## config.mk

```make
export PLATFORM = sky130hd
export DESIGN_NAME = euvf_regs
export DESIGN_NICKNAME = d
export VERILOG_FILES = /design/src/rtl/core/euvf_pkg.sv /design/src/rtl/core/euvf_regs.sv
export SDC_FILE = /design/constraint.sdc
export NUM_CORES = 1
export LEC_CHECK = 0
export ABC_CLOCK_PERIOD_IN_PS = 2400
export BUFFER_PORTS_ARGS = -buffer_cell sky130_fd_sc_hd__buf_2
export CORE_UTILIZATION = 51
export DETAILED_ROUTE_END_ITERATION = 8
export PLACE_DENSITY = 0.95
export SYNTH_ARGS = -nofsm -noshare
export SYNTH_HDL_FRONTEND = slang
export SYNTH_SLANG_ARGS = --single-unit
```

## constraint.sdc

```tcl
create_clock -name aclk -period 2.4 [get_ports aclk]
set_input_delay 0.48 -clock aclk [delete_from_list [all_inputs] [get_ports aclk]]
set_output_delay 0.48 -clock aclk [all_outputs]
set_load 0.01 [all_outputs]
```

## src/rtl/core/euvf_pkg.sv

```systemverilog
package euvf_pkg;

    // field widths
    localparam int ANGLE_W = 12;
    localparam int TIME_W  = 32;
    localparam int POS_W   = 32;
    localparam int SPEED_W = 32;

    // configuration register widths
    localparam int RATE_W  = 24;
    localparam int ALPHA_W = 17;
    localparam int WHEEL_W = 24;

    // apb port
    localparam int ADDR_W = 4;
    localparam int DATA_W = 32;

    // register indexes, byte address 4*index
    localparam logic [1:0] REG_RATE  = 2'd0;
    localparam logic [1:0] REG_ALPHA = 2'd1;
    localparam logic [1:0] REG_WHEEL = 2'd2;

    // reset values
    localparam logic [RATE_W-1:0]  RATE_RST  = RATE_W'(16000);
    localparam logic [ALPHA_W-1:0] ALPHA_RST = ALPHA_W'(9830);
    localparam logic [WHEEL_W-1:0] WHEEL_RST = WHEEL_W'(12353);

    // opcodes
    localparam logic [1:0] OP_UPDATE = 2'd0;
    localparam logic [1:0] OP_CLEAR  = 2'd1;
    localparam logic [1:0] OP_INIT   = 2'd2;

    // shared multiplier geometry
    localparam int MA_W = 36;
    localparam int MB_W = 25;
    localparam int MW   = MA_W + MB_W;

    // q16.16 constants
    localparam logic [ALPHA_W-1:0]    ONE_Q16    = ALPHA_W'(65536);
    localparam logic signed [MB_W-1:0] TWO_PI_Q16 = MB_W'(411774);
    localparam logic signed [MW-1:0]  RND_HALF   = MW'(32768);
    localparam logic signed [MW-1:0]  SAT_HI     = {{(MW-31){1'b0}}, {31{1'b1}}};
    localparam logic signed [MW-1:0]  SAT_LO     = {{(MW-31){1'b1}}, {31{1'b0}}};

    typedef struct packed {
        logic [RATE_W-1:0]  rate_scale;
        logic [ALPHA_W-1:0] smoothing_alpha;
        logic [WHEEL_W-1:0] wheel_scale;
    } euvf_cfg_t;

    // floor(v / 65536 + 0.5)
    function automatic logic signed [MW-1:0] rnd16(input logic signed [MW-1:0] v);
        logic signed [MW-1:0] t;
        t = v + RND_HALF;
        return t >>> 16;
    endfunction

    // clamp to signed 32 bits
    function automatic logic signed [SPEED_W-1:0] sat32(input logic signed [MW-1:0] v);
        logic signed [SPEED_W-1:0] r;
        if (v > SAT_HI) begin
            r = {1'b0, {(SPEED_W-1){1'b1}}};
        end else if (v < SAT_LO) begin
            r = {1'b1, {(SPEED_W-1){1'b0}}};
        end else begin
            r = v[SPEED_W-1:0];
        end
        return r;
    endfunction

endpackage

```

## src/rtl/core/euvf_regs.sv

```systemverilog
module euvf_regs (
    input  logic                          aclk,
    input  logic                          aresetn,
    input  logic                          psel,
    input  logic                          penable,
    input  logic                          pwrite,
    input  logic [euvf_pkg::ADDR_W-1:0]   paddr,
    input  logic [euvf_pkg::DATA_W-1:0]   pwdata,
    output logic [euvf_pkg::DATA_W-1:0]   prdata,
    output logic                          pready,
    output euvf_pkg::euvf_cfg_t           cfg
);
    import euvf_pkg::*;

    logic [RATE_W-1:0]  rate_reg;
    logic [ALPHA_W-1:0] alpha_reg;
    logic [WHEEL_W-1:0] wheel_reg;
    logic [1:0]         idx;
    logic               wr_en;

    assign idx    = paddr[3:2];
    assign wr_en  = psel && penable && pwrite;
    assign pready = 1'b1;

    always_ff @(posedge aclk) begin
        if (!aresetn) begin
            rate_reg  <= RATE_RST;
            alpha_reg <= ALPHA_RST;
            wheel_reg <= WHEEL_RST;
        end else if (wr_en) begin
            unique case (idx)
                REG_RATE:  rate_reg  <= pwdata[RATE_W-1:0];
                REG_ALPHA: alpha_reg <= pwdata[ALPHA_W-1:0];
                REG_WHEEL: wheel_reg <= pwdata[WHEEL_W-1:0];
                default: ;
            endcase
        end
    end

    always_comb begin
        unique case (idx)
            REG_RATE:  prdata = DATA_W'(rate_reg);
            REG_ALPHA: prdata = DATA_W'(alpha_reg);
            REG_WHEEL: prdata = DATA_W'(wheel_reg);
            default:   prdata = '0;
        endcase
    end

    assign cfg.rate_scale      = rate_reg;
    assign cfg.smoothing_alpha = alpha_reg;
    assign cfg.wheel_scale     = wheel_reg;

endmodule

```

* Yosys cells after proc, flatten, opt, wreduce, memory -nomap -nowiden
Index checks and enable logic that the tools add are counted.
Widths: inputs -> output; s select.
** Storage, ports and cells
- Flip-flop bits (word level) :: 65
- Input bits :: 41
- Output and inout port bits :: 98
** Operators by class
- Multiplexer cells :: 1
- Equality and inequality tests :: 2
- Reduce and logical (&&, ||, !) cells :: 6
** Operators by type and width (count)
- $pmux 24 s3 :: 1
- $reduce_and 2->1 :: 3
- $eq 2x1->1 const B :: 1
- $eq 2x2->1 const B :: 1
- $logic_and 1x1->1 :: 2
- $logic_not 2->1 :: 1

* Logic depth before layout (Yosys ltp)
- Depth after elaboration :: 3
- Gate-level depth with buffers :: 7
- Mapped depth without buffers :: 3

* Worst setup path before layout
Ideal clock, no wire load.
- Kind :: input port to output port
- Start :: input paddr[3] (netlist bit)
- End :: output prdata[0] (netlist bit)
- Stages on the path :: 6
- Arrival :: 1.393 ns
- Path buffers :: 3
- Slack :: 0.527 ns
- Data required time :: 1.920 ns
- Cell sequence :: buf_4 -> nor2b_1 -> buf_2 -> clkbuf_1 -> nand2_1 -> o21ai_0
** Between the ends
- Cells in the longest elaborated chain, start to end :: 2
** RTL lines
- start: declaration :: RTL line euvf_regs.sv:7 : input logic [euvf_pkg::ADDR_W-1:0] paddr,
- $eq 2x2->1 (tied with other cells) :: RTL line euvf_regs.sv:41 : unique case (idx)
- $pmux 24 s3 (*) :: RTL line euvf_regs.sv:41
- end: declaration :: RTL line euvf_regs.sv:9 : output logic [euvf_pkg::DATA_W-1:0] prdata,
Every way passes the cells marked *; elsewhere a longest branch is shown, timed or not.

* Worst setup path after layout
- Start :: input paddr[3] (netlist bit)
- End :: output prdata[14] (netlist bit)
The elaborated chain is that of the path after synthesis.

==> impl_metrics.toml <==
[synthesis]
avgSynthCellArea_um2 = 8.955
synth_edf_count = 0
netlist.area_leader.share_pct = 42.24
async_flop_share_pct = 0
syn_inst = 344
synth_area_mm2 = 0.003080
seq_area_frac_synth_pct = 42.24
synth_most_common_cell = "nand2_1"
ys_seq_elements = 65
synth_top_area_cell = "dfxtp_1"
synthDistinctLibCells = 20
ys_warn_count = 0
ys.flop_type = "dfxtp_1"
synth.area.top_cells = "dfxtp_1 42%, mux2i_1 26%, nand2_1 11%, o21ai_0 4.1%, nor2b_1 3.5%"
synthTopCellsByCount = "88 x nand2_1, 81 x mux2i_1, 65 x dfxtp_1"

[place]
io_buffers = 119
hpwl_um = 5652
place.gp.congestion = 0.8159
post-place-ws_ns = 0.3970

[timing]
rsz0062_at_grt = "false"
finalHoldViolations = 0
fin_ws_ns = 0.4272
max_freq_mhz = 506.9
post-route-min-period_ns = 1.973
finalCritPeriodShare_pct = 82.20
setup-tns-final_ns = 0
slew_headroom_pct = 44.04
worst_pin_slew_ns = 0.8394
fin_skew_ns = 0
setup_viol = 0
slew_viol_final = 0

[route]
dr.pass1.iters = 5
detail_route.wl_per_cell_um = 14.46
ant_nets = 0
drc = 0
via_per_inst = 5.197
drt-initial-drc-count = 143
vias = 2770
drt-total-wl_um = 7708

[outcome]
status = "completed"

[floorplanning]
die_h_um = 79.72
dieArea_mm2 = 0.006355
die_w_um = 79.72
core_mm2 = 0.005675
row_count = 27
pin_count = 139
start_util_pct = 54.28

[global_routing]
antenna_found_initial = 0
grt_max_degree = 50
grt_busiest_layer = "met2"
grt_pass1_vias = 2633
met3_usage_pct = 4.914
grt_use_total_pct = 24.73
grt.met2_usage_pct = 45.73
grt_overflow = 0
grt_pass1_wl_um = 12010
met1_usage_pct = 27.14

[worst_setup_path]
worst-setup-path-type = "input port to primary output"
r2r_cells = 2
crit_path_max_fanout = 13
required_ns = 1.92
r2r-end = "rate_reg[7]"
ff2ff_setup_slack_ns = 1.67
r2r_start = "rate_reg[7]"
crit_arrival_ns = 1.49
crit_path_start_kind = "input port"
cp-end-kind = "primary output"

[clock_network]
post_cts_buffers = 0
htree_levels = 3
cts_tree = "done"
root_buffer = "clkbuf_8"
numCtsBuffers = 9
cts.clk_slew.worst_paths_ns = 0.08
clock-sinks = 65
clk-insertion-delay-late_ns = 0.31
cts_buffer_depth = 2
hold_buffers = 0
cts_resized = 0

[finish]
drive_above_1_share_pct = 32.54
nets = 497
num-fill-cells = 461
syn2layout_area_growth_pct = 24.49
fin_util_pct = 67.57
num_antenna_cells = 0

[min_path]
holdCritStartpoint = "pwdata[10]"
hold_path_depth = 3
hold_path_class = "input port to flop"
min_to = "wheel_reg[10]"

[power]
p_total_mw = 2.121
p_leak_nw = 1.867
worst_ir_drop_vdd_mv = 0.4087
pwr_density_cell_mw_per_mm2 = 553.0

[run]
cap_violations = 0
through the flow:
stage	hold WS, ns	cells	cell area [um^2]
finish	0.4061	533	3835
global route	0.4103	533	3835
CTS	0.3964	533	3835
detailed placement	0.4647	517	3662
global placement	0.4544	517	3662
floorplan	0.4904	351	3107
cells in the final DEF, fill, tap and decap left out:
cell and count:
nor2b_1 17, or2_2 1, clkinv_2 1, clkbuf_8 9
clkinv_4 2, dfxtp_1 65, o311ai_0 4, o211ai_1 4
o21ai_0 25, clkinvlp_4 3, nand3_1 1, inv_1 7
nor2_1 7, buf_2 119, nor2_2 1, mux2i_1 81
conb_1 9, nand2_1 88, nand2b_4 1, clkbuf_1 1
nor2_4 2, buf_4 11, nand4b_1 1, or2_1 1
per-layer routing:
layer | part of all wire [%] | wire length (um)
met5 | 0 | 0
met4 | 1.9 | 144
met3 | 4.8 | 370
met2 | 52 | 4026
met1 | 41 | 3166
logic make-up after synthesis:
family	share of synthesized area [%]
buffers and inverters	7.839
DFF	42.24
AOI/OAI and AO/OA	6.174
muxes	26.32
other	0.2438
and+or+nand+nor	17.18
area by class of cell:
type | count | area [um^2] | share of cell area [%]
multi-input cells | 243 | 1567 | 40.85
flip-flops and latches | 65 | 1301 | 33.93
repair buffers | 130 | 678.2 | 17.68
clock buffers | 10 | 127.6 | 3.328
well taps | 72 | 90.09 | 2.349
clock inverters | 6 | 45.04 | 1.175
inverters | 7 | 26.28 | 0.6852
critical path, cell delays in order:
cell     delay, ns
buf_2         0.24
nor2b_1       0.21
buf_4         0.23
nand2_1       0.06
o21ai_0       0.09
buf_2         0.17
report_power, final:
part	switching [mW]	leakage [nW]	internal, mW
clock network	0.417	0.0785	0.376
logic	0.134	1.26	0.0891
registers	0.0116	0.526	1.09
total	0.562	1.87	1.56
worst max path at each step:
stage                     slack, ns  startpoint  cells past startpoint            to
after floorplan                0.53    paddr[3]                      6     prdata[0]
after global placement         0.43    paddr[3]                      6    prdata[16]
after detailed placement       0.40    paddr[2]                      4  wheel_reg[3]
after CTS                      0.41    paddr[3]                      5    prdata[19]
after global routing           0.34    paddr[3]                      6    prdata[14]
final                          0.43    paddr[3]                      6    prdata[14]
(Power assumes the default switching activity.)
