$ cat config.mk
export PLATFORM = sky130hd
export DESIGN_NAME = euvf_mul
export DESIGN_NICKNAME = d
export VERILOG_FILES = /design/src/rtl/core/euvf_pkg.sv /design/src/rtl/core/euvf_mul.sv
export SDC_FILE = /design/constraint.sdc
export NUM_CORES = 2
export LEC_CHECK = 0
export ABC_AREA = 1
export BUFFER_PORTS_ARGS = -buffer_cell sky130_fd_sc_hd__buf_2
export CAP_MARGIN = 20
export CORE_MARGIN = 1
export CORE_UTILIZATION = 65
export DETAILED_ROUTE_END_ITERATION = 16
export GPL_ROUTABILITY_DRIVEN = 0
export MAX_ROUTING_LAYER = met4
export PLACE_DENSITY = 0.85
export RECOVER_POWER = 25
export SLEW_MARGIN = 20
export SYNTH_ARGS = -nofsm -noshare
export SYNTH_HDL_FRONTEND = slang
export SYNTH_SLANG_ARGS = --single-unit
export TNS_END_PERCENT = 20
$ cat constraint.sdc
create_clock -name aclk -period 11.4 [get_ports aclk]
set_clock_uncertainty 0.2 [all_clocks]
set_input_delay 1.14 -clock aclk [delete_from_list [all_inputs] [get_ports aclk]]
set_output_delay 1.14 -clock aclk [all_outputs]
set_load 0.01 [all_outputs]
$ cat src/rtl/core/euvf_pkg.sv
package euvf_pkg;

    // field widths
    localparam int ANGLE_W = 12;
    localparam int TIME_W  = 32;
    localparam int POS_W   = 32;
    localparam int SPEED_W = 32;

    // configuration register widths
    localparam int RATE_W  = 24;
    localparam int ALPHA_W = 17;
    localparam int WHEEL_W = 24;

    // apb port
    localparam int ADDR_W = 4;
    localparam int DATA_W = 32;

    // register indexes, byte address 4*index
    localparam logic [1:0] REG_RATE  = 2'd0;
    localparam logic [1:0] REG_ALPHA = 2'd1;
    localparam logic [1:0] REG_WHEEL = 2'd2;

    // reset values
    localparam logic [RATE_W-1:0]  RATE_RST  = RATE_W'(16000);
    localparam logic [ALPHA_W-1:0] ALPHA_RST = ALPHA_W'(9830);
    localparam logic [WHEEL_W-1:0] WHEEL_RST = WHEEL_W'(12353);

    // opcodes
    localparam logic [1:0] OP_UPDATE = 2'd0;
    localparam logic [1:0] OP_CLEAR  = 2'd1;
    localparam logic [1:0] OP_INIT   = 2'd2;

    // shared multiplier geometry
    localparam int MA_W = 36;
    localparam int MB_W = 25;
    localparam int MW   = MA_W + MB_W;

    // q16.16 constants
    localparam logic [ALPHA_W-1:0]    ONE_Q16    = ALPHA_W'(65536);
    localparam logic signed [MB_W-1:0] TWO_PI_Q16 = MB_W'(411774);
    localparam logic signed [MW-1:0]  RND_HALF   = MW'(32768);
    localparam logic signed [MW-1:0]  SAT_HI     = {{(MW-31){1'b0}}, {31{1'b1}}};
    localparam logic signed [MW-1:0]  SAT_LO     = {{(MW-31){1'b1}}, {31{1'b0}}};

    typedef struct packed {
        logic [RATE_W-1:0]  rate_scale;
        logic [ALPHA_W-1:0] smoothing_alpha;
        logic [WHEEL_W-1:0] wheel_scale;
    } euvf_cfg_t;

    // floor(v / 65536 + 0.5)
    function automatic logic signed [MW-1:0] rnd16(input logic signed [MW-1:0] v);
        logic signed [MW-1:0] t;
        t = v + RND_HALF;
        return t >>> 16;
    endfunction

    // clamp to signed 32 bits
    function automatic logic signed [SPEED_W-1:0] sat32(input logic signed [MW-1:0] v);
        logic signed [SPEED_W-1:0] r;
        if (v > SAT_HI) begin
            r = {1'b0, {(SPEED_W-1){1'b1}}};
        end else if (v < SAT_LO) begin
            r = {1'b1, {(SPEED_W-1){1'b0}}};
        end else begin
            r = v[SPEED_W-1:0];
        end
        return r;
    endfunction

endpackage

$ cat src/rtl/core/euvf_mul.sv
module euvf_mul (
    input  logic                               aclk,
    input  logic                               en,
    input  logic signed [euvf_pkg::MA_W-1:0]   a,
    input  logic signed [euvf_pkg::MB_W-1:0]   b,
    output logic signed [euvf_pkg::MW-1:0]     p
);
    import euvf_pkg::*;

    logic signed [MW-1:0] p_reg;

    // product held until the next issue
    always_ff @(posedge aclk) begin
        if (en) begin
            p_reg <= a * b;
        end
    end

    assign p = p_reg;

endmodule

**Yosys cells after proc, flatten, opt, wreduce, memory -nomap -nowiden**

Cells that the tools add are included.

- Memories: 0
- Bits in read-only memories: 0
- Word-level logic and storage cells: 2
- Input port bits: 63
- Flip-flop bits (word level): 61
- RAM bits: 0
- Output and inout port bits: 61
- Latch bits: 0

- Equality and inequality tests: 0
- Reductions and logical operators: 0
- Muxes and demuxes: 0
- Shift operators: 0
- Divide/modulo/power cells: 0
- $add $sub $neg: 0
- Bitwise logic cells: 0
- Multipliers: 1
- Magnitude comparators: 0

Operators with widths:

| cell | number |
|---|---|
| $mul A36 B25 Y61 | 1 |

**Longest topological paths before layout**

- Depth after elaboration: 1
- Mapped depth: 31
- Gate-level depth less buffers: 29

**Worst setup path after synthesis**

No wires, ideal clock.

- Path kind: input to register
- Start point: in a[35] (netlist bit)
- End point: reg p_reg[60] (netlist: p[60]), data pin
- Data arrival time: 6.883 ns
- Cell stages on the path: 24
- Setup time: 0.252 ns
- Path slack: 4.065 ns
- Path buffers: 2
- Data required time: 10.948 ns
- Path through: clkbuf_1 > clkbuf_1 > nand2_1 > inv_1 > fa_1 > fa_1 > fa_1 > inv_1 > fa_1 > inv_1 > fa_1 > inv_1 > fa_1 > inv_1 > fa_1 > ha_1 > nand2_1 > nor3_1 > nand2_1 > nor2_1 > and2_1 > nand2_1 > nand3_1 > nand2_1

- Cells in the longest elaborated chain, start to end: 1

Ends and longest elaborated chain:

| element | RTL line | source |
|---|---|---|
| from (decl) | euvf_mul.sv:4 | `input logic signed [euvf_pkg::MA_W-1:0] a,` |
| $mul A36 B25 Y61 | euvf_mul.sv:15 | `p_reg <= a * b;` |
| to (signal assigned) | euvf_mul.sv:15 |  |
| to (decl) | euvf_mul.sv:10 | `logic signed [MW-1:0] p_reg;` |

Every way passes these cells.
A chain may end at the register's enable or synchronous reset.

**Worst setup path after layout**

- Start point: in b[0] (netlist bit)
- End point: reg p_reg[55] (netlist: p[55]), data pin

- Cells in the longest elaborated chain, start to end: 1

Ends and longest elaborated chain:

| element | RTL line | source |
|---|---|---|
| from (decl) | euvf_mul.sv:5 | `input logic signed [euvf_pkg::MB_W-1:0] b,` |
| $mul A36 B25 Y61 | euvf_mul.sv:15 |  |

Every way passes these cells.

==> results.sh <==
export IMPL_drt_wl_total_um=94760
export IMPL_die_area_um2=56790
export IMPL_core_area_um2=55090
export IMPL_cts_buffers=9
export IMPL_critPathSlowestCell="clkbuf_1"
export IMPL_drive_gt1_frac=0.04351
export IMPL_multiInputGateArea_um2=27560
export IMPL_yosys_cell_types_count=30
export IMPL_slew_viol_final=99
export IMPL_start_util=0.6588
export IMPL_critPathCapture="p[55]"
export IMPL_drtPass1Iterations=7
export IMPL_antenna_found_initial=6
export IMPL_startpoint="b[0]"
export IMPL_yosys_register_bits=61
export IMPL_final_hold_viol_count=0
export IMPL_die_y_um=238.3
export IMPL_post_cts_buffers=0
export IMPL_grt_pass1_vias=31700
export IMPL_drc=0
export IMPL_nFillCells=4379
export IMPL_rsz0062_at_grt="no"
export IMPL_vias=29040
export IMPL_cpMostUsedCell="nand2_1"
export IMPL_dp_hpwl_um=77370
export IMPL_period_needed_ns=8.037
export IMPL_status="complete, but fails checks"
export IMPL_cts_root_buf="clkbuf_16"
export IMPL_setup_tns_ns=0
export IMPL_via_per_inst=5.335
export IMPL_cp_top_family="adder cells"
export IMPL_grt_max_degree=62
export IMPL_cpPeakStageDelay_ns=1.44
export IMPL_top_layer="met4"
export IMPL_cp_required_ns=11.29
export IMPL_relSlewSlack=-1.425
export IMPL_tightest_slew_ns=3.637
export IMPL_synth_area_um2=36300
export IMPL_grt_first_pass_wirelength_um=157900
export IMPL_crit_fanout=36
export IMPL_met2WireLength_um=46400
export IMPL_placed_cell_area_um2=37140
export IMPL_wire_per_inst_um=17.41
export IMPL_fmax_ghz=0.1244
export IMPL_gr_usage_all_layers=0.3680
export IMPL_fin_nets=5821
export IMPL_cts_sinks=61
export IMPL_largest_register_ffs=61
export IMPL_cts_resized=0
export IMPL_path_clk_slew_ns=0.05
export IMPL_grt_overflow_total=0
export IMPL_most_common_layout_cells="inv_1 (1,628), nand2_1 (1,408), fa_1 (911)"
export IMPL_seqCellArea_um2=1832
export IMPL_htree_num_levels=3
export IMPL_holdWs_ns=1.352
export IMPL_yosysSeqAreaShare=0.05047
export IMPL_io_buffers=123
export IMPL_final_area_um2=37460
export IMPL_layout_commonest_cell="inv_1"
export IMPL_endpoint_kind="register"
export IMPL_violations="capacitance limit, slew limit"
export IMPL_min_path_type="input pin to register"
export IMPL_ant_nets=0
export IMPL_path_depth=18
export IMPL_drv_cap=2
export IMPL_period_share=0.7050
export IMPL_fp_dieW_um=238.3
export IMPL_drtIter0Drc=2576
export IMPL_tritoncts="yes"
export IMPL_critical_path_class="input pin to register"
export IMPL_cp_cell_sequence="clkbuf_1 > nand2_1 > inv_1 > ha_1 > fa_1 > inv_1 > fa_1 > inv_1 > fa_1 > fa_1 > ha_1 > nand2_1 > nor3_1 > nand2_1 > nor2_1 > nand2_1 > nand4_1 > nand2_1"
export IMPL_yosys_warnings=0
export IMPL_cp_arrival_ns=7.93
export IMPL_drt_met1_wl_um=33010
export IMPL_syn_inst=4748
export IMPL_clk_path_buf_depth=2
export IMPL_finalSetupViolCount=0
export IMPL_pin_count=124
export IMPL_synth_net_count=5885
export IMPL_syn_avg_cell_area_um2=7.644
export IMPL_wl_met3_um=8912
export IMPL_num_rows=86
export IMPL_start_kind="input pin"
export IMPL_path_buf_inv=4
export IMPL_area_growth_pct=3.216
export IMPL_cts_hold_buf=0
tightest hold or removal path, cell delays in order:
cell and delay [ns]:
buf_2 0.34, nand2_1 0.17, inv_1 0.05
logic make-up after synthesis:
| kind of cell | synth area share |
|---|---|
| buffers and inverters | 0.1902 |
| AO/OA/AOI/OAI | 0.007860 |
| XOR/XNOR | 0.007963 |
| flip-flops | 0.05047 |
| adder cells (fa/ha/maj) | 0.5587 |
| AND/OR/NAND/NOR | 0.1849 |
Yosys cell counts (all sizes together):
library cell,instances,area share
inv,1631,0.17
nand2,1427,0.15
fa,911,0.50
clkbuf,206,0.021
ha,163,0.056
nor2,139,0.016
nand3,68,0.010
edfxtp,61,0.050
a21oi,37,0.0051
xor2,30,0.0072
nand4,20,0.0034
nor3,10,0.0017
or2,9,0.0016
o21ai,8,0.0011
o21bai,7,0.0014
nand3b,5,0.0010
and2,4,0.00069
nor4,3,0.00052
xnor2,3,0.00072
and3b,2,0.00048
a21o,1,0.00021
and3,1,0.00017
buf,1,0.00010
clkinv,1,0.00010
per-layer routing:
layer | up-vias | GRT usage
met4 | 0 | 0.1970
met3 | 488 | 0.05877
li1 | 12740 | -
met2 | 1663 | 0.6190
met5 | - | -
met1 | 14150 | 0.4248
per-stage QoR:
stage | instances | worst slack (ns) | util
2_1_floorplan | 4748 | 4.065 | -
3_3_place_gp | 5421 | 3.259 | 0.6741
3_5_place_dp | 5421 | 3.175 | 0.6741
4_1_cts | 5437 | 3.512 | 0.6798
5_1_grt | 5443 | 2.966 | 0.6800
6_report | 5443 | 3.363 | 0.6800
how the worst min path moves through the flow:
stage,from,cells past startpoint,endpoint
2_1_floorplan,en,0,p[0]
3_3_place_gp,p[11],1,p[11]
3_5_place_dp,p[11],1,p[11]
5_1_grt,a[0],3,p[0]
4_1_cts,a[0],3,p[0]
6_report,a[0],3,p[0]
cell type report:
type | count | share of cell area
timing repair buffer | 132 | 0.01810
tap | 748 | 0.02498
sequential | 61 | 0.04889
clock buffer | 9 | 0.006012
inverter | 1632 | 0.1635
antenna | 6 | 0.0004008
multi-input combinational | 2848 | 0.7357
clock inverter | 7 | 0.002405
Power is left out: the tool's default activity adds up to more than one toggle a clock period on the data nets, which glitch-free logic cannot reach.
