File: config.mk
export PLATFORM = sky130hd
export DESIGN_NAME = euvf_div
export DESIGN_NICKNAME = d
export VERILOG_FILES = /design/src/rtl/core/euvf_pkg.sv /design/src/rtl/core/euvf_div.sv
export SDC_FILE = /design/constraint.sdc
export NUM_CORES = 1
export LEC_CHECK = 0
export BUFFER_PORTS_ARGS = -buffer_cell sky130_fd_sc_hd__buf_2
export CAP_MARGIN = 15
export CORE_UTILIZATION = 45
export CTS_CLUSTER_DIAMETER = 120
export DETAILED_ROUTE_END_ITERATION = 7
export HOLD_SLACK_MARGIN = 0.03
export PLACE_DENSITY = 0.73
export RECOVER_POWER = 100
export SYNTH_ARGS = -nofsm -noshare
export SYNTH_HDL_FRONTEND = slang
export SYNTH_SLANG_ARGS = --single-unit
export TNS_END_PERCENT = 50
File: constraint.sdc
create_clock -name aclk -period 4.11 [get_ports aclk]
set_input_delay 0.822 -clock aclk [delete_from_list [all_inputs] [get_ports aclk]]
set_output_delay 0.822 -clock aclk [all_outputs]
set_load 0.02 [all_outputs]
File: src/rtl/core/euvf_pkg.sv
package euvf_pkg;

    // field widths
    localparam int ANGLE_W = 12;
    localparam int TIME_W  = 32;
    localparam int POS_W   = 32;
    localparam int SPEED_W = 32;

    // configuration register widths
    localparam int RATE_W  = 24;
    localparam int ALPHA_W = 17;
    localparam int WHEEL_W = 24;

    // apb port
    localparam int ADDR_W = 4;
    localparam int DATA_W = 32;

    // register indexes, byte address 4*index
    localparam logic [1:0] REG_RATE  = 2'd0;
    localparam logic [1:0] REG_ALPHA = 2'd1;
    localparam logic [1:0] REG_WHEEL = 2'd2;

    // reset values
    localparam logic [RATE_W-1:0]  RATE_RST  = RATE_W'(16000);
    localparam logic [ALPHA_W-1:0] ALPHA_RST = ALPHA_W'(9830);
    localparam logic [WHEEL_W-1:0] WHEEL_RST = WHEEL_W'(12353);

    // opcodes
    localparam logic [1:0] OP_UPDATE = 2'd0;
    localparam logic [1:0] OP_CLEAR  = 2'd1;
    localparam logic [1:0] OP_INIT   = 2'd2;

    // shared multiplier geometry
    localparam int MA_W = 36;
    localparam int MB_W = 25;
    localparam int MW   = MA_W + MB_W;

    // q16.16 constants
    localparam logic [ALPHA_W-1:0]    ONE_Q16    = ALPHA_W'(65536);
    localparam logic signed [MB_W-1:0] TWO_PI_Q16 = MB_W'(411774);
    localparam logic signed [MW-1:0]  RND_HALF   = MW'(32768);
    localparam logic signed [MW-1:0]  SAT_HI     = {{(MW-31){1'b0}}, {31{1'b1}}};
    localparam logic signed [MW-1:0]  SAT_LO     = {{(MW-31){1'b1}}, {31{1'b0}}};

    typedef struct packed {
        logic [RATE_W-1:0]  rate_scale;
        logic [ALPHA_W-1:0] smoothing_alpha;
        logic [WHEEL_W-1:0] wheel_scale;
    } euvf_cfg_t;

    // floor(v / 65536 + 0.5)
    function automatic logic signed [MW-1:0] rnd16(input logic signed [MW-1:0] v);
        logic signed [MW-1:0] t;
        t = v + RND_HALF;
        return t >>> 16;
    endfunction

    // clamp to signed 32 bits
    function automatic logic signed [SPEED_W-1:0] sat32(input logic signed [MW-1:0] v);
        logic signed [SPEED_W-1:0] r;
        if (v > SAT_HI) begin
            r = {1'b0, {(SPEED_W-1){1'b1}}};
        end else if (v < SAT_LO) begin
            r = {1'b1, {(SPEED_W-1){1'b0}}};
        end else begin
            r = v[SPEED_W-1:0];
        end
        return r;
    endfunction

endpackage

File: src/rtl/core/euvf_div.sv
module euvf_div #(
    parameter int DIVIDEND_W = 38
) (
    input  logic                            aclk,
    input  logic                            aresetn,
    input  logic                            start,
    input  logic [DIVIDEND_W-1:0]           dividend,
    input  logic [euvf_pkg::TIME_W-1:0]     divisor,
    output logic                            done,
    output logic [DIVIDEND_W-1:0]           quotient
);
    import euvf_pkg::*;

    localparam int CNT_W = $clog2(DIVIDEND_W + 1);

    logic [TIME_W-1:0]     rem_reg;
    logic [TIME_W-1:0]     rem_next;
    logic [DIVIDEND_W-1:0] quot_reg;
    logic [CNT_W-1:0]      cnt_reg;
    logic                  busy_reg;
    logic                  done_reg;
    logic [TIME_W:0]       shifted;
    logic [TIME_W:0]       diff;
    logic                  fits;

    // one restoring step: shift in the next dividend bit, subtract if it fits
    always_comb begin
        shifted  = {rem_reg, quot_reg[DIVIDEND_W-1]};
        diff     = shifted - {1'b0, divisor};
        fits     = shifted >= {1'b0, divisor};
        rem_next = fits ? diff[TIME_W-1:0] : shifted[TIME_W-1:0];
    end

    always_ff @(posedge aclk) begin
        if (!aresetn) begin
            busy_reg <= 1'b0;
            done_reg <= 1'b0;
            cnt_reg  <= '0;
        end else begin
            // pulse after the last quotient bit
            done_reg <= !start && busy_reg && (cnt_reg == CNT_W'(1));
            if (start) begin
                busy_reg <= 1'b1;
                cnt_reg  <= CNT_W'(DIVIDEND_W);
            end else if (busy_reg) begin
                cnt_reg <= cnt_reg - CNT_W'(1);
                if (cnt_reg == CNT_W'(1)) begin
                    busy_reg <= 1'b0;
                end
            end
        end
    end

    always_ff @(posedge aclk) begin
        if (start) begin
            rem_reg  <= '0;
            quot_reg <= dividend;
        end else if (busy_reg) begin
            rem_reg  <= rem_next;
            quot_reg <= {quot_reg[DIVIDEND_W-2:0], fits};
        end
    end

    assign done     = done_reg;
    assign quotient = quot_reg;

endmodule

# == After elaboration in Yosys (flattened, before gate mapping) ==
# Index checks and enable logic that the tools add are counted.
# word_totals
mem_bits_rw,0
register_bits,78
latchBits,0
wordCells,24
n_memories,0
romBits,0
# op_classes
reduce_logical,5
n_bitwise,1
multipliers,0
n_lt_le_gt_ge,1
addsub,2
shifts,0
mux,8
div,0
eq_ne,1
# ops
op,n
$mux W38,2
$ge A33 B32 Y1,1
$mux W32,1
$sub A32 B32 Y32,1
$mux W6,2
$eq A6 B1 Y1 const B,1
$sub A6 B1 Y6 const B,1
$mux W1,3
$logic_and A1 B1 Y1,2
$reduce_bool A2 Y1,1
$reduce_or A2 Y1,1
$logic_not A1 Y1,1
$not A1 Y1,1

# == Depth between registers and ports, before layout ==
# logic_depth
word_depth,4
mapped_depth,14

# == Least setup slack after synthesis ==
# OpenSTA, ideal clock, no wires.
# synth_path
kind,input port to flip-flop
start,in divisor[6] (netlist name)
end,reg rem_reg[12]
t_arrival_ns,3.059
setup_ns,0.137
n_path_buf,2
path_slack_ns,0.913
stages,11
cell_sequence,inv_1 -> ha_1 -> a2111oi_4 -> a2111oi_2 -> o31a_1 -> o211a_1 -> nor2_2 -> buf_6 -> buf_8 -> mux2i_1 -> a211oi_1
# synth_via
elab_chain_cells,2
elab_cells_between_ends,3
cone_classes,add/sub: 1; order compare: 1; mux: 1
# synth_rtl
item,line_no,rtl
start: declaration,euvf_div.sv:8,"input logic [euvf_pkg::TIME_W-1:0] divisor,"
$sub A32 B32 Y32 or $ge A33 B32 Y1 (tied branches),"euvf_div.sv:29, euvf_div.sv:30",
$mux W32 (*),euvf_div.sv:31,rem_next = fits ? diff[TIME_W-1:0] : shifted[TIME_W-1:0];
end signal: assignment,euvf_div.sv:59,rem_reg <= rem_next;
end: declaration,euvf_div.sv:16,logic [TIME_W-1:0] rem_reg;
# Every way passes the cells marked *; elsewhere a longest branch is shown, timed or not.
# A chain may end at the register's enable or synchronous reset.

# == Worst setup path after layout ==
# layout_path
start,in divisor[4] (netlist name)
end,reg rem_reg[26]
# Same word-level chain as after synthesis.

==> flow_summary.yaml <==
timing:
  rsz0062_at_grt: "false"
  fmax_ghz: 0.285
  period_minus_slack_ns: 3.51
  clock_skew_ns: 0.00833
  fin_crit_sh_pct: 85.5
  hold_viol: 0
  relSlewSlack_pct: -16.5
  setup_viol: 0
  worst_pin_slew_ns: 1.75
  tns_ns: 0
  slew_viol_final: 36
power_and_ir_drop:
  pwr_density_cell_mw_per_mm2: 381
  power_leakage_nw: 2.71
  vdd_drop_max_uv: 278
  finalPower_mw: 2.38
placed_design:
  gp_congestion: 0.885
  dpl.hpwl_um: 9720
  placed_area_mm2: 0.00600
  port_buffers: 111
synth:
  synth_flop_cell: "dfxtp_1"
  ys_types: 59
  async_flop_share_pct: 0
  ys_ff_latch: 78
  ys_warn_count: 0
  netlist_area_mm2: 0.00531
  yosysSeqAreaShare_pct: 36.6
  synth_nets: 683
  synth_edf_count: 38
  synthCells: 575
  syn_avg_cell_area_um2: 9.24
cts:
  ctsResizeCount: 0
  cts_inserted_buffers: 9
  htreeDepth: 3
  clk_latency_ns: 0.34
  path_clk_slew_ns: 0.07
  cts_tree: "yes"
  clockBufferDepth: 2
  cts_hold_buf: 0
  cts.sinks: 78
  root_buffer: "clkbuf_16"
  cts_setup_buffers: 0
floorplanning:
  die_h_um: 111
  start_util_pct: 46.3
  die_area_mm2: 0.0122
  pin_count: 112
  rows: 39
  core_area_mm2: 0.0115
  fp.dieW_um: 111
hold_path:
  min_from: "rem_reg[12]"
  min_path_type: "register to register"
  hold_depth: 2
  min_to: "rem_reg[13]"
global_routing:
  gr-total-overflow: 0
  grt_max_degree: 39
  grt_first_pass_wirelength_um: 21200
  antenna_found_initial: 0
  use_met1_pct: 27.5
  grt_use_met3_pct: 3.28
  grt_use_met2_pct: 35.7
  grt_pass1_vias: 4488
  grt_use_total_pct: 21.2
  grt-busiest-layer: "met2"
layout:
  fill_cells: 1054
  diodes: 0
  syn_to_final_growth_pct: 17.2
  layout-drive-gt1-share_pct: 20.1
  layout.nets: 786
  fin_area_mm2: 0.00623
  largest_register_ff_count: 38
worst_setup_path:
  reg2reg_slack_ns: 0.79
  start_kind: "input port"
  critPathMaxFanout: 15
  arrival_ns: 3.65
  r2r_start: "busy_reg"
  criticalPathCategory: "input port to register"
  reg2reg_to: "quotient[35]"
  worstPathCellList: "buf_2, inv_1, ha_1, o211a_1, a211oi_1, a2111oi_2, o31a_1, o211a_1, nor2_4, buf_4, mux2i_1, a211oi_1"
  end_kind: "register"
  rr_worst_depth: 4
  crit_slowest_cell: "a211oi_1"
  worst_ep_required_time_ns: 4.24
  slowest_delay_ns: 0.43
detailed_routing:
  ant_nets: 0
  drt_pass1_iterations: 4
  drc_errors: 0
  drtIter0Drc: 252
  viasPerCell: 5.67
  wirelength_um: 12700
  num_vias: 4680
  post_drt_wl_per_cell_um: 15.4
flow_run:
  timing.max_cap.violations: 1
status:
  status: "complete, but fails checks"
  violations: "capacitance limit, slew limit"
## critical path: cells and delay by family
family                     cells  cell delay, ns
buffers and inverters          3            0.39
muxes                          1            0.20
AOI/OAI and AO/OA              6            1.54
adders and majority gates      1            0.35
and+or+nand+nor                1            0.34
## layout by cell type, fill, tap and decap left out, types with 6 or more instances in the layout
master and instances:
buf_2 71, nor2_1 62, inv_1 46, clkbuf_1 42, dfxtp_1 40, edfxtp_1 38, mux2_2 36, ha_1 34
o21ai_0 31, a21oi_1 31, nand2_1 29, a211oi_1 28, xnor2_1 19, mux2i_1 19, xor2_1 11, nor3_1 9
clkbuf_16 9, nand4_1 8, or3_1 8, nand3_1 8, nand2b_1 7, a32oi_1 6
## power breakdown
part           leakage [nW]  internal [mW]  switching [mW]
registers             0.711          0.898          0.0527
clock network         0.133          0.422           0.357
logic                  1.86          0.270           0.377
## through the flow
step,hold slack (ns),setup slack (ns),utilization (%),instances
after floorplan,0.458,0.913,-,575
after global placement,0.480,0.482,52.4,810
after detailed placement,0.492,0.390,52.4,810
after CTS,0.501,0.719,54.9,826
after global routing,0.519,0.407,54.3,826
final,0.501,0.595,54.3,826
## worst max-delay path by stage
stage               startpoint     endpoint  slack (ns)  depth (start not counted)
floorplan           divisor[6]  rem_reg[12]        0.91                         11
global placement    divisor[6]  rem_reg[23]        0.48                         11
detailed placement  divisor[6]  rem_reg[23]        0.39                         11
CTS                 divisor[6]  rem_reg[23]        0.72                         11
global route        divisor[4]  rem_reg[22]        0.41                         12
finish              divisor[4]  rem_reg[26]        0.60                         12
## layout make-up
class	instances	area, µm²	area share [%]
Multi-Input combinational cell	424	3080	49.4
Sequential cell	78	1940	31.2
Timing Repair Buffer	119	571	9.16
Clock buffer	9	225	3.62
Tap cell	143	179	2.87
Inverter	46	173	2.77
Clock inverter	7	62.6	1.00
## routing by layer
layer | wire length, µm | vias to the layer above | share of wire [%]
met5 | 0 | - | 0
met4 | 198 | 0 | 1.6
met3 | 548 | 18 | 4.3
met2 | 6260 | 132 | 49
met1 | 5710 | 2212 | 45
li1 | - | 2318 | -
## synthesized netlist by cell type, types with 5 or more instances
cell type  instances  area [µm²]
a211oi_1          27         203
and3_1             5        31.3
edfxtp_1          38        1140
a311oi_1           5        43.8
a21oi_1           31         155
o21ai_0           31         155
or3_1              8        50.1
clkbuf_1          23        86.3
ha_1              34         425
nand2b_1           7        43.8
nor3_1             9        45.0
xnor2_1           19         166
nor2_1            62         233
nand2_1           29         109
nor2b_1            5        31.3
dfxtp_1           40         801
mux2i_1           19         190
nand4_1            8        50.1
a32oi_1            6        52.6
nand3_1            8        40.0
xor2_1            11        96.3
inv_1             46         173
mux2_2            37         417
## kinds of logic (layout without fill, tap and decap cells)
group	Yosys count	after routing	share of synthesized area, %
and+or+nand+nor	153	153	13.4
AOI/OAI and AO/OA	150	150	19.7
DFF	78	78	36.6
muxes	56	56	11.4
buffers and inverters	73	181	5.56
xor gates and xnor gates	30	30	4.95
adders and majority gates	35	35	8.38
Power figures use the tool's default switching activity.
